## config.mk

```make
export PLATFORM = sky130hd
export DESIGN_NAME = priority_threshold_tile_classifier
export DESIGN_NICKNAME = d
export VERILOG_FILES = /design/src/sv/ptc_pkg.sv /design/src/sv/priority_threshold_tile_classifier.sv /design/src/sv/ptc_rule_mem.sv /design/src/sv/ptc_table.sv
export SDC_FILE = /design/constraint.sdc
export NUM_CORES = 1
export LEC_CHECK = 0
export ABC_AREA = 1
export BUFFER_PORTS_ARGS = -buffer_cell sky130_fd_sc_hd__buf_4
export CAP_MARGIN = 25
export CORE_ASPECT_RATIO = 0.5
export CORE_MARGIN = 2
export CORE_UTILIZATION = 45
export CTS_BUF_LIST = sky130_fd_sc_hd__clkbuf_16
export CTS_CLUSTER_DIAMETER = 100
export DETAILED_ROUTE_END_ITERATION = 10
export PLACE_DENSITY = 0.61
export SLEW_MARGIN = 20
export SYNTH_ARGS = -nofsm -noshare
export SYNTH_HDL_FRONTEND = slang
export SYNTH_HIERARCHICAL = 1
export SYNTH_SLANG_ARGS = --single-unit
export TNS_END_PERCENT = 5
```

## constraint.sdc

```tcl
create_clock -name clock -period 4.63 [get_ports clock]
set_input_delay 0.2315 -clock clock [delete_from_list [all_inputs] [get_ports clock]]
set_output_delay 0.2315 -clock clock [all_outputs]
set_load 0.005 [all_outputs]
```

## src/sv/ptc_pkg.sv

```systemverilog
package ptc_pkg;

   // default sizes of the rule table
   localparam int DEF_NUM_MAPS        = 4;
   localparam int DEF_MAX_TILES       = 16;
   localparam int DEF_MAX_CONSTRAINTS = 4;

   // slot field width and the number of slots it can address
   localparam int SLOT_W     = 4;
   localparam int SLOT_SPAN  = 16;
   localparam int MAP_W      = 2;
   localparam int MAP_SPAN   = 4;
   localparam int VALUE_W    = 16;
   localparam int CODE_W     = 5;
   localparam int STATUS_W   = 2;

   localparam logic [CODE_W-1:0]   NO_TILE_CODE     = 5'd16;
   localparam logic [STATUS_W-1:0] STATUS_OK        = 2'd0;
   localparam logic [STATUS_W-1:0] STATUS_FULL      = 2'd1;
   localparam logic [STATUS_W-1:0] STATUS_UNDEFINED = 2'd2;

   typedef enum logic [1:0] {
      ACT_CLASSIFY = 2'd0,
      ACT_DEFINE   = 2'd1,
      ACT_APPEND   = 2'd2,
      ACT_DELETE   = 2'd3
   } action_type;

   // one stored constraint
   typedef struct packed {
      logic [MAP_W-1:0]          map;
      logic                      at_least;
      logic signed [VALUE_W-1:0] limit;
   } rule_term_type;

   // update of the per-slot valid bit and count
   typedef struct packed {
      logic              set_tile;
      logic              clr_tile;
      logic              inc_count;
      logic [SLOT_W-1:0] slot;
   } tbl_update_type;

endpackage

```

## src/sv/priority_threshold_tile_classifier.sv

```systemverilog
// First-match tile rule classifier.
// Request channel: an item is taken on a rising edge with start high and busy
// low. req_action selects classify, define, append or delete; the other req_
// fields carry the slot, the constraint and the four noise values.
// Response channel: one beat per item, rsp_valid high for exactly one cycle
// with rsp_tile_code and rsp_status. The receiver cannot stall; busy stays
// high until the response beat is shown, and a new request may be taken in
// the same cycle as that beat.
// Define, append and delete are done in ST_EXEC, which registers the answer.
// Classify walks the rules in slot order through the constraint memory,
// one constraint read per cycle (registered read, next read issued while
// the previous one is checked) except where it passes over an undefined
// slot or drops the rest of a failed rule, and it stops at the first rule
// that matches.
// One item is in work at a time.
// Reset clears all slots (no rules defined) and aborts any item in work;
// the constraint memory is not cleared, only written entries are ever read.
module priority_threshold_tile_classifier
   import ptc_pkg::*;
#(
   parameter int NUM_MAPS        = DEF_NUM_MAPS,
   parameter int MAX_TILES       = DEF_MAX_TILES,
   parameter int MAX_CONSTRAINTS = DEF_MAX_CONSTRAINTS
) (
   input  logic                      clock,
   input  logic                      reset,
   input  logic                      start,
   output logic                      busy,
   input  logic [1:0]                req_action,
   input  logic [SLOT_W-1:0]         req_tile_slot,
   input  logic [MAP_W-1:0]          req_map_select,
   input  logic                      req_compare_at_least,
   input  logic signed [VALUE_W-1:0] req_threshold,
   input  logic signed [VALUE_W-1:0] req_noise_value_0,
   input  logic signed [VALUE_W-1:0] req_noise_value_1,
   input  logic signed [VALUE_W-1:0] req_noise_value_2,
   input  logic signed [VALUE_W-1:0] req_noise_value_3,
   output logic                      rsp_valid,
   output logic [CODE_W-1:0]         rsp_tile_code,
   output logic [STATUS_W-1:0]       rsp_status
);

   // only slots the slot field can address take part
   localparam int NT      = (MAX_TILES < SLOT_SPAN) ? MAX_TILES : SLOT_SPAN;
   localparam int MC      = MAX_CONSTRAINTS;
   localparam int TILE_W  = $clog2(NT);
   localparam int S_W     = $clog2(NT + 1);
   localparam int K_W     = (MC > 1) ? $clog2(MC) : 1;
   localparam int CNT_W   = $clog2(MC + 1);
   localparam int DEPTH   = NT * MC;
   localparam int AW      = (DEPTH > 1) ? $clog2(DEPTH) : 1;
   localparam int MAP_LIM = (NUM_MAPS < MAP_SPAN) ? NUM_MAPS : MAP_SPAN;

   typedef enum logic [2:0] {
      ST_IDLE = 3'b001,
      ST_EXEC = 3'b010,
      ST_SCAN = 3'b100
   } state_type;

   state_type state_ff, state_in;

   // captured request
   action_type                act_ff;
   logic [SLOT_W-1:0]         slot_ff;
   logic [MAP_W-1:0]          map_ff;
   logic                      atl_ff;
   logic signed [VALUE_W-1:0] thr_ff;
   logic signed [VALUE_W-1:0] cell_ff [MAP_SPAN];

   // scan pointer and the read in flight
   logic [S_W-1:0]    s_ff, s_in;
   logic [K_W-1:0]    k_ff, k_in;
   logic              chk_vld_ff, chk_vld_in;
   logic [TILE_W-1:0] chk_tile_ff, chk_tile_in;
   logic              chk_last_ff, chk_last_in;

   // response
   logic                rsp_valid_ff, rsp_valid_in;
   logic [CODE_W-1:0]   rsp_code_ff, rsp_code_in;
   logic [STATUS_W-1:0] rsp_status_ff, rsp_status_in;

   logic              accept;
   tbl_update_type    upd;
   logic [SLOT_W-1:0] tbl_rd_slot;
   logic              tbl_valid;
   logic [CNT_W-1:0]  tbl_count;

   logic          mem_wr_en;
   logic [AW-1:0] mem_wr_addr;
   rule_term_type mem_wr_data;
   logic          mem_rd_en;
   logic [AW-1:0] mem_rd_addr;
   rule_term_type mem_rd_data;

   logic signed [VALUE_W-1:0] term_value;
   logic                      term_pass;
   logic                      slot_in_range;
   logic                      s_end;
   logic                      same_tile;
   logic [TILE_W-1:0]         s_idx;

   assign accept = start && (state_ff == ST_IDLE);
   assign busy   = (state_ff != ST_IDLE);

   assign s_idx         = s_ff[TILE_W-1:0];
   assign s_end         = (s_ff == S_W'(NT));
   assign same_tile     = !s_end && (s_idx == chk_tile_ff);
   assign slot_in_range = ({1'b0, slot_ff} < (SLOT_W + 1)'(NT));

   // one table read port: scan pointer while scanning, else request slot
   assign tbl_rd_slot = (state_ff == ST_SCAN) ? SLOT_W'(s_idx) : slot_ff;

   ptc_table #(
      .NUM_TILES (NT),
      .CNT_W     (CNT_W)
   ) u_table (
      .clock    (clock),
      .reset    (reset),
      .upd      (upd),
      .rd_slot  (tbl_rd_slot),
      .rd_valid (tbl_valid),
      .rd_count (tbl_count)
   );

   ptc_rule_mem #(
      .DEPTH (DEPTH),
      .AW    (AW)
   ) u_rule_mem (
      .clock   (clock),
      .wr_en   (mem_wr_en),
      .wr_addr (mem_wr_addr),
      .wr_data (mem_wr_data),
      .rd_en   (mem_rd_en),
      .rd_addr (mem_rd_addr),
      .rd_data (mem_rd_data)
   );

   // append address: slot row, next free entry
   assign mem_wr_addr = AW'(slot_ff[TILE_W-1:0]) * AW'(MC) + AW'(tbl_count);
   assign mem_wr_data = '{map: map_ff, at_least: atl_ff, limit: thr_ff};
   assign mem_rd_addr = AW'(s_idx) * AW'(MC) + AW'(k_ff);

   // check the constraint that came back from memory
   always_comb begin
      if ({1'b0, mem_rd_data.map} < (MAP_W + 1)'(MAP_LIM)) begin
         term_value = cell_ff[mem_rd_data.map];
      end else begin
         term_value = '0;
      end
      if (mem_rd_data.at_least) begin
         term_pass = (term_value >= mem_rd_data.limit);
      end else begin
         term_pass = (term_value <= mem_rd_data.limit);
      end
   end

   // sequencer
   always_comb begin
      state_in      = state_ff;
      s_in          = s_ff;
      k_in          = k_ff;
      chk_vld_in    = 1'b0;
      chk_tile_in   = chk_tile_ff;
      chk_last_in   = chk_last_ff;
      rsp_valid_in  = 1'b0;
      rsp_code_in   = rsp_code_ff;
      rsp_status_in = rsp_status_ff;
      upd           = '{set_tile: 1'b0, clr_tile: 1'b0, inc_count: 1'b0, slot: slot_ff};
      mem_wr_en     = 1'b0;
      mem_rd_en     = 1'b0;

      case (state_ff)
         ST_IDLE: begin
            if (accept) begin
               s_in = '0;
               k_in = '0;
               if (action_type'(req_action) == ACT_CLASSIFY) begin
                  state_in = ST_SCAN;
               end else begin
                  state_in = ST_EXEC;
               end
            end
         end

         ST_EXEC: begin
            state_in      = ST_IDLE;
            rsp_valid_in  = 1'b1;
            rsp_code_in   = CODE_W'(slot_ff);
            rsp_status_in = STATUS_OK;
            if (!slot_in_range) begin
               rsp_status_in = STATUS_UNDEFINED;
            end else begin
               case (act_ff)
                  ACT_DEFINE: begin
                     upd.set_tile = 1'b1;
                  end
                  ACT_APPEND: begin
                     if (!tbl_valid) begin
                        rsp_status_in = STATUS_UNDEFINED;
                     end else if (tbl_count >= CNT_W'(MC)) begin
                        rsp_status_in = STATUS_FULL;
                     end else begin
                        mem_wr_en     = 1'b1;
                        upd.inc_count = 1'b1;
                     end
                  end
                  ACT_DELETE: begin
                     if (!tbl_valid) begin
                        rsp_status_in = STATUS_UNDEFINED;
                     end else begin
                        upd.clr_tile = 1'b1;
                     end
                  end
                  default: begin
                     rsp_status_in = STATUS_OK;
                  end
               endcase
            end
         end

         ST_SCAN: begin
            rsp_status_in = STATUS_OK;
            rsp_code_in   = NO_TILE_CODE;
            if (chk_vld_ff && term_pass && chk_last_ff) begin
               // last constraint of the pending rule holds
               state_in     = ST_IDLE;
               rsp_valid_in = 1'b1;
               rsp_code_in  = CODE_W'(chk_tile_ff);
            end else if (chk_vld_ff && !term_pass && same_tile) begin
               // rule failed: drop the rest of it
               s_in = s_ff + S_W'(1);
               k_in = '0;
            end else if (s_end) begin
               state_in     = ST_IDLE;
               rsp_valid_in = 1'b1;
            end else if (!tbl_valid) begin
               s_in = s_ff + S_W'(1);
               k_in = '0;
            end else if (tbl_count == '0) begin
               // empty rule always matches
               state_in     = ST_IDLE;
               rsp_valid_in = 1'b1;
               rsp_code_in  = CODE_W'(s_idx);
            end else begin
               mem_rd_en   = 1'b1;
               chk_vld_in  = 1'b1;
               chk_tile_in = s_idx;
               chk_last_in = ((CNT_W'(k_ff) + CNT_W'(1)) == tbl_count);
               if (chk_last_in) begin
                  s_in = s_ff + S_W'(1);
                  k_in = '0;
               end else begin
                  k_in = k_ff + K_W'(1);
               end
            end
         end

         default: begin
            state_in = ST_IDLE;
         end
      endcase
   end

   // control registers
   always_ff @(posedge clock) begin
      if (reset) begin
         state_ff     <= ST_IDLE;
         chk_vld_ff   <= 1'b0;
         rsp_valid_ff <= 1'b0;
      end else begin
         state_ff     <= state_in;
         chk_vld_ff   <= chk_vld_in;
         rsp_valid_ff <= rsp_valid_in;
      end
   end

   // payload and pointer registers
   always_ff @(posedge clock) begin
      s_ff          <= s_in;
      k_ff          <= k_in;
      chk_tile_ff   <= chk_tile_in;
      chk_last_ff   <= chk_last_in;
      rsp_code_ff   <= rsp_code_in;
      rsp_status_ff <= rsp_status_in;
      if (accept) begin
         act_ff     <= action_type'(req_action);
         slot_ff    <= req_tile_slot;
         map_ff     <= req_map_select;
         atl_ff     <= req_compare_at_least;
         thr_ff     <= req_threshold;
         cell_ff[0] <= req_noise_value_0;
         cell_ff[1] <= req_noise_value_1;
         cell_ff[2] <= req_noise_value_2;
         cell_ff[3] <= req_noise_value_3;
      end
   end

   assign rsp_valid     = rsp_valid_ff;
   assign rsp_tile_code = rsp_code_ff;
   assign rsp_status    = rsp_status_ff;

endmodule

```

## src/sv/ptc_rule_mem.sv

```systemverilog
module ptc_rule_mem
   import ptc_pkg::*;
#(
   parameter int DEPTH = DEF_MAX_TILES * DEF_MAX_CONSTRAINTS,
   parameter int AW    = $clog2(DEF_MAX_TILES * DEF_MAX_CONSTRAINTS)
) (
   input  logic          clock,
   input  logic          wr_en,
   input  logic [AW-1:0] wr_addr,
   input  rule_term_type wr_data,
   input  logic          rd_en,
   input  logic [AW-1:0] rd_addr,
   output rule_term_type rd_data
);

   rule_term_type mem [DEPTH];
   rule_term_type rd_data_ff;

   // write port
   always_ff @(posedge clock) begin
      if (wr_en) begin
         mem[wr_addr] <= wr_data;
      end
   end

   // registered read port
   always_ff @(posedge clock) begin
      if (rd_en) begin
         rd_data_ff <= mem[rd_addr];
      end
   end

   assign rd_data = rd_data_ff;

endmodule

```

## src/sv/ptc_table.sv

```systemverilog
module ptc_table
   import ptc_pkg::*;
#(
   parameter int NUM_TILES = DEF_MAX_TILES,
   parameter int CNT_W     = $clog2(DEF_MAX_CONSTRAINTS + 1)
) (
   input  logic              clock,
   input  logic              reset,
   input  tbl_update_type    upd,
   input  logic [SLOT_W-1:0] rd_slot,
   output logic              rd_valid,
   output logic [CNT_W-1:0]  rd_count
);

   localparam int TILE_W = (NUM_TILES > 1) ? $clog2(NUM_TILES) : 1;

   logic [NUM_TILES-1:0] valid_ff;
   logic [CNT_W-1:0]     count_ff [NUM_TILES];
   logic [TILE_W-1:0]    wr_idx;
   logic [TILE_W-1:0]    rd_idx;

   assign wr_idx = upd.slot[TILE_W-1:0];
   assign rd_idx = rd_slot[TILE_W-1:0];

   // per-slot valid bit and constraint count
   always_ff @(posedge clock) begin
      if (reset) begin
         valid_ff <= '0;
         for (int i = 0; i < NUM_TILES; i++) begin
            count_ff[i] <= '0;
         end
      end else if (upd.set_tile) begin
         valid_ff[wr_idx] <= 1'b1;
         count_ff[wr_idx] <= '0;
      end else if (upd.clr_tile) begin
         valid_ff[wr_idx] <= 1'b0;
         count_ff[wr_idx] <= '0;
      end else if (upd.inc_count) begin
         count_ff[wr_idx] <= count_ff[wr_idx] + CNT_W'(1);
      end
   end

   assign rd_valid = valid_ff[rd_idx];
   assign rd_count = count_ff[rd_idx];

endmodule

```

==> Word level (Yosys, flattened, before mapping) <==
Memories as Yosys holds them, arrays and structs flattened. A register that Yosys moved wholly into a read port is not among the register bits.
Index checks and enable logic that the tools add are counted.
{ "word_totals": {"ff_bits": 65, "ram_bits": 1328, "inputBits": 92, "out_inout_bits": 9, "wordCells": 163, "memories": 3} }
{ "memory_table": {"columns": ["name", "depth", "word_bits", "rd", "rd_ports_with_merged_regs", "wr", "line_no", "rtl"], "rows": [
  ["u_rule_mem.mem", 64, 19, 1, 1, 1, "ptc_rule_mem.sv:16", "rule_term_type mem [DEPTH];"],
  ["cell_ff", 4, 16, 1, 0, 4, "priority_threshold_tile_classifier.sv:68", "logic signed [VALUE_W-1:0] cell_ff [MAP_SPAN];"],
  ["u_table.count_ff", 16, 3, 2, 1, 16, "ptc_table.sv:18", "logic [CNT_W-1:0] count_ff [NUM_TILES];"]
]} }
{ "op_classes": {"addsub": 6, "magnitude_cmp": 6, "n_eq_ne": 18, "mux": 87, "n_bitwise": 9, "reduce_logical": 19} }
{ "ops": {"columns": ["op", "count"], "rows": [
  ["5-bit 2-to-1 mux", 12],
  ["1-bit 2-to-1 mux", 41],
  ["3-bit 2-to-1 mux", 11],
  ["16-bit 2-to-1 mux", 2],
  ["5-bit case mux with 2 select lines", 2],
  ["2-bit 2-to-1 mux", 9],
  ["16-bit bitwise AND", 1],
  ["16-bit >= comparator", 1],
  ["16-bit less-or-equal comparator", 1],
  ["16-bit NOT", 1],
  ["16-bit OR", 1],
  ["4-bit 2-to-1 mux", 3],
  ["2-bit case mux with 2 select lines", 3],
  ["6-bit AND reduction", 2],
  ["4-bit by 5-bit < comparator with 1-bit output (second input constant)", 2],
  ["4-bit by 2-bit != test with 1-bit output (second input constant)", 2],
  ["1-bit logical AND", 7],
  ["6-bit by 2-bit adder with 6-bit output", 1],
  ["6-bit by 3-bit adder with 6-bit output", 1],
  ["3-bit case mux with 2 select lines", 1],
  ["2-bit nonzero test", 3],
  ["5-bit by 1-bit adder with 5-bit output (second input constant)", 1],
  ["5-bit equality test (second input constant)", 1],
  ["5-bit AND reduction", 1],
  ["28 further kinds", 35]
]} }

==> Longest topological paths before layout <==
An unclocked memory read counts as a cell.
{ "depth": {"word_depth": 16, "mapped_depth": 21, "depth_no_buf": 20} }

==> Modules after synthesis <==
Netlist, hierarchy kept.
{ "modules_own_cells": {"columns": ["module", "instances", "cells_per_inst", "area_per_inst_um2"], "rows": [
  ["ptc_rule_mem", 1, 4177, 49840.3],
  ["priority_threshold_tile_classifier", 1, 408, 4907.2],
  ["ptc_table", 1, 470, 3783.6]
]} }

==> Worst setup path after synthesis <==
No wires, ideal clock.
{ "synth_path": {"path_kind": "register -> register", "from": "reg state_ff[2]", "to": "reg act_ff[0], enable pin", "arrival_ns": 4.342, "required_ns": 4.091, "slack_ns": -0.251, "path_stages_with_launch": 4, "n_path_buf": 0, "period_less_slack_ns": 4.881, "cell_sequence": "dfxtp_1 -> nor3_1 -> inv_1 -> nor2_1"} }
{ "synth_via": {"elab_chain_len": 2} }
{ "synth_lines": {"columns": ["item", "line_no", "rtl"], "rows": [
  ["start, declared", "priority_threshold_tile_classifier.sv:60", "state_type state_ff, state_in;"],
  ["start signal, assigned", "priority_threshold_tile_classifier.sv:271", "state_ff <= state_in;"],
  ["3-bit by 1-bit equality test with 1-bit output", "priority_threshold_tile_classifier.sv:102", "assign accept = start && (state_ff == ST_IDLE);"],
  ["1-bit logical AND", "priority_threshold_tile_classifier.sv:102", null],
  ["net accept", "priority_threshold_tile_classifier.sv:82", "logic accept;"],
  ["end signal, assigned", "priority_threshold_tile_classifier.sv:286", "act_ff <= action_type'(req_action);"],
  ["end, declared", "priority_threshold_tile_classifier.sv:63", "action_type act_ff;"]
]} }
The timed path passes the listed nets, and every way through them passes these cells.
A chain may end at the register's enable or synchronous reset.

==> Worst setup path in the final report <==
{ "layout_path": {"from": "reg state_ff[1]", "to": "mem u_rule_mem/mem[29][6] (netlist name), enable pin"} }
{ "layout_via": {"word_cells_on_any_way": 14, "cone_classes": "1 x add/sub; 1 x order compare; 2 x eq/ne; 9 x mux; 1 x memory"} }
{ "layout_lines": {"columns": ["item", "line_no", "rtl"], "rows": [
  ["3-bit equality test", "priority_threshold_tile_classifier.sv:111", "assign tbl_rd_slot = (state_ff == ST_SCAN) ? SLOT_W'(s_idx) : slot_ff;"],
  ["4-bit 2-to-1 mux", "priority_threshold_tile_classifier.sv:111", null],
  ["net tbl_rd_slot[1]", "priority_threshold_tile_classifier.sv:84", "logic [SLOT_W-1:0] tbl_rd_slot;"],
  ["memory 16 x 3 bit", null, null],
  ["net tbl_count[2]", "priority_threshold_tile_classifier.sv:86", "logic [CNT_W-1:0] tbl_count;"],
  ["6-bit by 3-bit adder with 6-bit output", "priority_threshold_tile_classifier.sv:139", "assign mem_wr_addr = AW'(slot_ff[TILE_W-1:0]) * AW'(MC) + AW'(tbl_count);"],
  ["net mem_wr_addr[4]", "priority_threshold_tile_classifier.sv:89", "logic [AW-1:0] mem_wr_addr;"],
  ["end, declared", "ptc_rule_mem.sv:16", null]
]} }
The timed path passes the listed nets, and every way through them passes these cells. The select of a mux whose other input is x is not followed.

==> run_results.csv <==
group,metric,value,unit
critical_path,slowest_delay,0.33,ns
clocking,htreeDepth,4,
timing,hold_viol,0,
clocking,cts_tree,"built",
critical_path,worstSetupEndpointType,"register",
global_route,grt_start_max_net_pins,201,
routing,wl_met2,74.8,mm
routing,num_vias,40100,
timing,clock_skew,0.0264,ns
synth,synth_compound_area_share,1.59,%
critical_path,required,5.10,ns
floorplanning,core.rowCount,93,
synth,yosysWarnings,6,
timing,tightest_slew,1.17,ns
clocking,numCtsBuffers,131,
clocking,clock-sinks,1412,
pwr,power-per-cell-area,426,mW/mm^2
synth,synth_top_family_by_area,"simple AND/OR/NAND/NOR gates",
placed_design,place_area,0.0624,mm^2
routing,dr_wl_met3,18.9,mm
floorplanning,ios,101,
timing,slew_violations,0,
floorplanning,die_w,514,um
floorplanning,die_h,259,um
global_route,grt_overflow_total,0,
global_route,grt_pass1_vias,37500,
timing,fin_ws,0.338,ns
timing,setup_viol,0,
synth,synth_edf_count,1391,
synth,postSynthAreaPerCell,11.6,um^2
final_layout,drive_gt1_share,11.2,%
synth,syn-num-nets,5169,
final_layout,stdcell_count,7080,
placed_design,pre_cts_ws,0.160,ns
critical_path,crit_arrival,4.76,ns
clocking,clockRootBuffer,"clkbuf_16",
pwr,ir_worst_vdd,303,uV
timing,period_share,92.7,%
critical_path,crit_buf_inv,7,
final_layout,area_growth,15.3,%
flow_run,maxCapViolations,0,
critical_path,critPathKind,"register to register",
routing,viasPerCell,5.66,
routing,post-route-drc-count,0,
routing,wl_met1,74.1,mm
placed_design,dp_cells,6754,
clocking,clk_path_buf_depth,3,
floorplanning,die_area,0.133,mm^2
timing,rsz0062_at_grt,"no",
synth,synth_flop_cell,"edfxtp_1",
timing,maxSlewHeadroom,22.3,%
synth,synthCells,5055,
final_layout,nFillCells,11000,
routing,totalWireLength,172,mm
floorplanning,core_area,0.129,mm^2
synth,synth_adder_area_share,0.470,%
synth,ys_seq_elements,1412,
placed_design,hpwl,104,mm
placed_design,io_buffers,100,
placed_design,place_congestion,0.942,
pwr,leakagePower,24.4,nW
synth,synth-async-reset-ratio,0,%
routing,routedWlPerCell,24.2,um
synth,synth_cell_types,42,
clocking,cts.clk_slew.worst_paths,0.06,ns
critical_path,startpoint_type,"register",
routing,drt-pass1-iter-count,7,
synth,synth_xor_area_share,0.120,%
synth,netlist_area,0.0585,mm^2
routing,drtAntennaViolNets,0,
global_route,gr-usage-all-layers,25.5,%
critical_path,cpLargestDelayFamily,"buffers and inverters",
routing,top_layer,"met5",
final_layout,stdcell_area,0.0675,mm^2
synth,synth_mux_area_share,0,%
worst_hold_path,hold_class,"input pin to register",
global_route,antenna_found_initial,8,
clocking,clk_latency,0.77,ns
routing,drt_iter0_drc,5442,
critical_path,slowest_stage,"nand3_1",
critical_path,cpMostUsedCell,"o21ai_0",
global_route,grt_pass1_wl,250,mm
timing,timing.final.crit_period,4.29,ns
synth,ys_seq_area_share,72.1,%
floorplanning,start_util,45.4,%
status,status,"completed",
synth,synth-simple-area-share,22.4,%
timing,fmaxAchievable,233,MHz
critical_path,worstPathCellList,"inv_1 -> nand3_1 -> nand2_1 -> o21ai_0 -> buf_4 -> inv_1 -> o21ai_0 -> o21ai_0 -> o22ai_1 -> o21ai_0 -> buf_4 -> ha_1 -> ha_1 -> xor2_1 -> buf_4 -> nand3_1 -> buf_12 -> nor2_2 -> buf_12",
critical_path,cp_max_fo,19,
final_layout,final_nets,5384,
-- what timing repair did --
item | 4_1_cts | 5_1_grt
setup buffers | 0 | 0
hold buffers | 91 | 0
gates resized for setup | 0 | 1
setup endpoints to repair | 0 | 78
hold endpoints to repair | 112 | 0
-- report_power, final --
group,leakage (nW),switching (mW),internal [mW]
Sequential,12.8,0.0695,14.2
Clock,2.10,4.74,5.69
Combinational,9.50,2.99,0.988
Total,24.4,7.81,20.9
-- worst reg2reg max path: cells and delay by family, from the launching register on --
family / cells / cell delay [ns]
DFF: 1 / 0.31
buffers and inverters: 7 / 1.40
and+or+nand+nor: 4 / 0.86
AOI/OAI and AO/OA: 5 / 0.83
xor gates and xnor gates: 1 / 0.22
adders and majority gates: 2 / 0.37
-- per-layer routing --
layer	vias to the layer above	track usage (%)
met5	-	0
met4	2	6.84
met3	219	6.14
met2	2045	37.5
met1	19700	37.8
li1	18100	-
-- synth_stat cells (11+ instances only) --
cell type  count  area share, %
inv_2         14          0.090
dfxtp_1       21           0.72
nand3_1     1049            9.0
buf_6         17           0.33
ha_1          22           0.47
o22ai_1       21           0.22
nand2_1     1733             11
buf_1         19           0.12
a22oi_1       12           0.15
clkbuf_1      75           0.48
nor2_4        18           0.35
nand2_2       15           0.16
inv_1         93           0.60
edfxtp_1    1391             71
nor2_1       188            1.2
a21oi_1       29           0.25
buf_2        152            1.3
nor2_2        11           0.12
buf_4         29           0.37
nor3_1        20           0.17
o21ai_0       70           0.60
-- logic make-up after synthesis --
kind of cell / count (synthesis)
buf+inv: 402
fa+ha+maj: 22
xor+xnor: 8
flops: 1412
simple gates: 3054
compound gates: 157
-- state kept, by name (all words and copies together), names as in the netlist, named ones only --
| signal | count |
|---|---|
| cell_ff | 64 |
| rsp_valid | 1 |
| chk_last_ff | 1 |
| atl_ff | 1 |
| map_ff | 2 |
| u_table/count_ff | 48 |
| rsp_tile_code | 5 |
| slot_ff | 4 |
| rsp_status | 2 |
| chk_tile_ff | 4 |
| k_ff | 2 |
| u_rule_mem/rd_data | 19 |
| act_ff | 2 |
| chk_vld_ff | 1 |
| state_ff | 3 |
| u_rule_mem/mem | 1216 |
| s_ff | 5 |
| thr_ff | 16 |
-- path summary, 6_finish.rpt --
check	from	end	slack [ns]	cells past startpoint
setup reg to reg	state_ff[1]$_SDFFE_PP0P_	u_rule_mem/mem[29][6]$_DFFE_PP_	0.34	19
hold / removal	req_threshold[0]	thr_ff[0]$_DFFE_PP_	0.18	2
setup / recovery	state_ff[1]$_SDFFE_PP0P_	u_rule_mem/mem[29][6]$_DFFE_PP_	0.34	19
hold reg to reg	register	register	0.47	2
-- cells in the final DEF, fill, tap and decap left out, types with 3 or more instances in the layout --
cell           Yosys  layout
a22oi_1           12      12
clkinv_2           0      20
xnor2_1            3       3
a22oi_2            4       4
ha_1              22      22
bufinv_16          0       7
o22ai_1           21      21
nor3_2             1       4
nand3_2            3       3
nor4_1             3       3
nor2_2            11      74
edfxtp_1        1391    1391
inv_6              0       6
buf_12             1      80
clkbuf_16          0     135
nor2_1           188     123
buf_4             29     203
o21ai_0           70      70
nand2_2           15      15
xor2_1             5       5
dfxtp_1           21      21
nand3_1         1049    1049
nor2_4            18      20
nor3_1            20      17
nand4_1            6       6
inv_1             93     119
inv_2             14      12
o211ai_1           5       5
a21oi_1           29      29
o221ai_1           9       9
nand2_1         1733    1733
clkinv_8           0       3
dlygate4sd3_1      0      91
clkinv_1           1      33
o21ai_1            4       4
-- cell type report --
type / count / area [um^2] / area share [%]
Antenna cell: 1 / 2.50 / 0.00371
Clock buffer: 135 / 3380 / 5.01
Clock inverter: 97 / 672 / 0.996
Inverter: 108 / 425 / 0.631
Multi-Input combinational cell: 3241 / 14600 / 21.6
Sequential cell: 1412 / 42200 / 62.5
Tap cell: 1710 / 2140 / 3.17
Timing Repair Buffer: 376 / 4090 / 6.06
-- metrics by stage --
step / utilization (%) / hold WS [ns] / total power [mW] / TNS (ns)
5_1_grt: 52.3 / 0.160 / 29.7 / 0
2_1_floorplan: - / 0.301 / 16.8 / -4.53
3_3_place_gp: 48.4 / 0.410 / 18.4 / 0
3_5_place_dp: 48.4 / 0.411 / 18.4 / 0
6_report: 52.3 / 0.179 / 28.7 / 0
4_1_cts: 52.3 / 0.123 / 28.8 / 0
No activity file was read; power rests on OpenSTA's default activity.
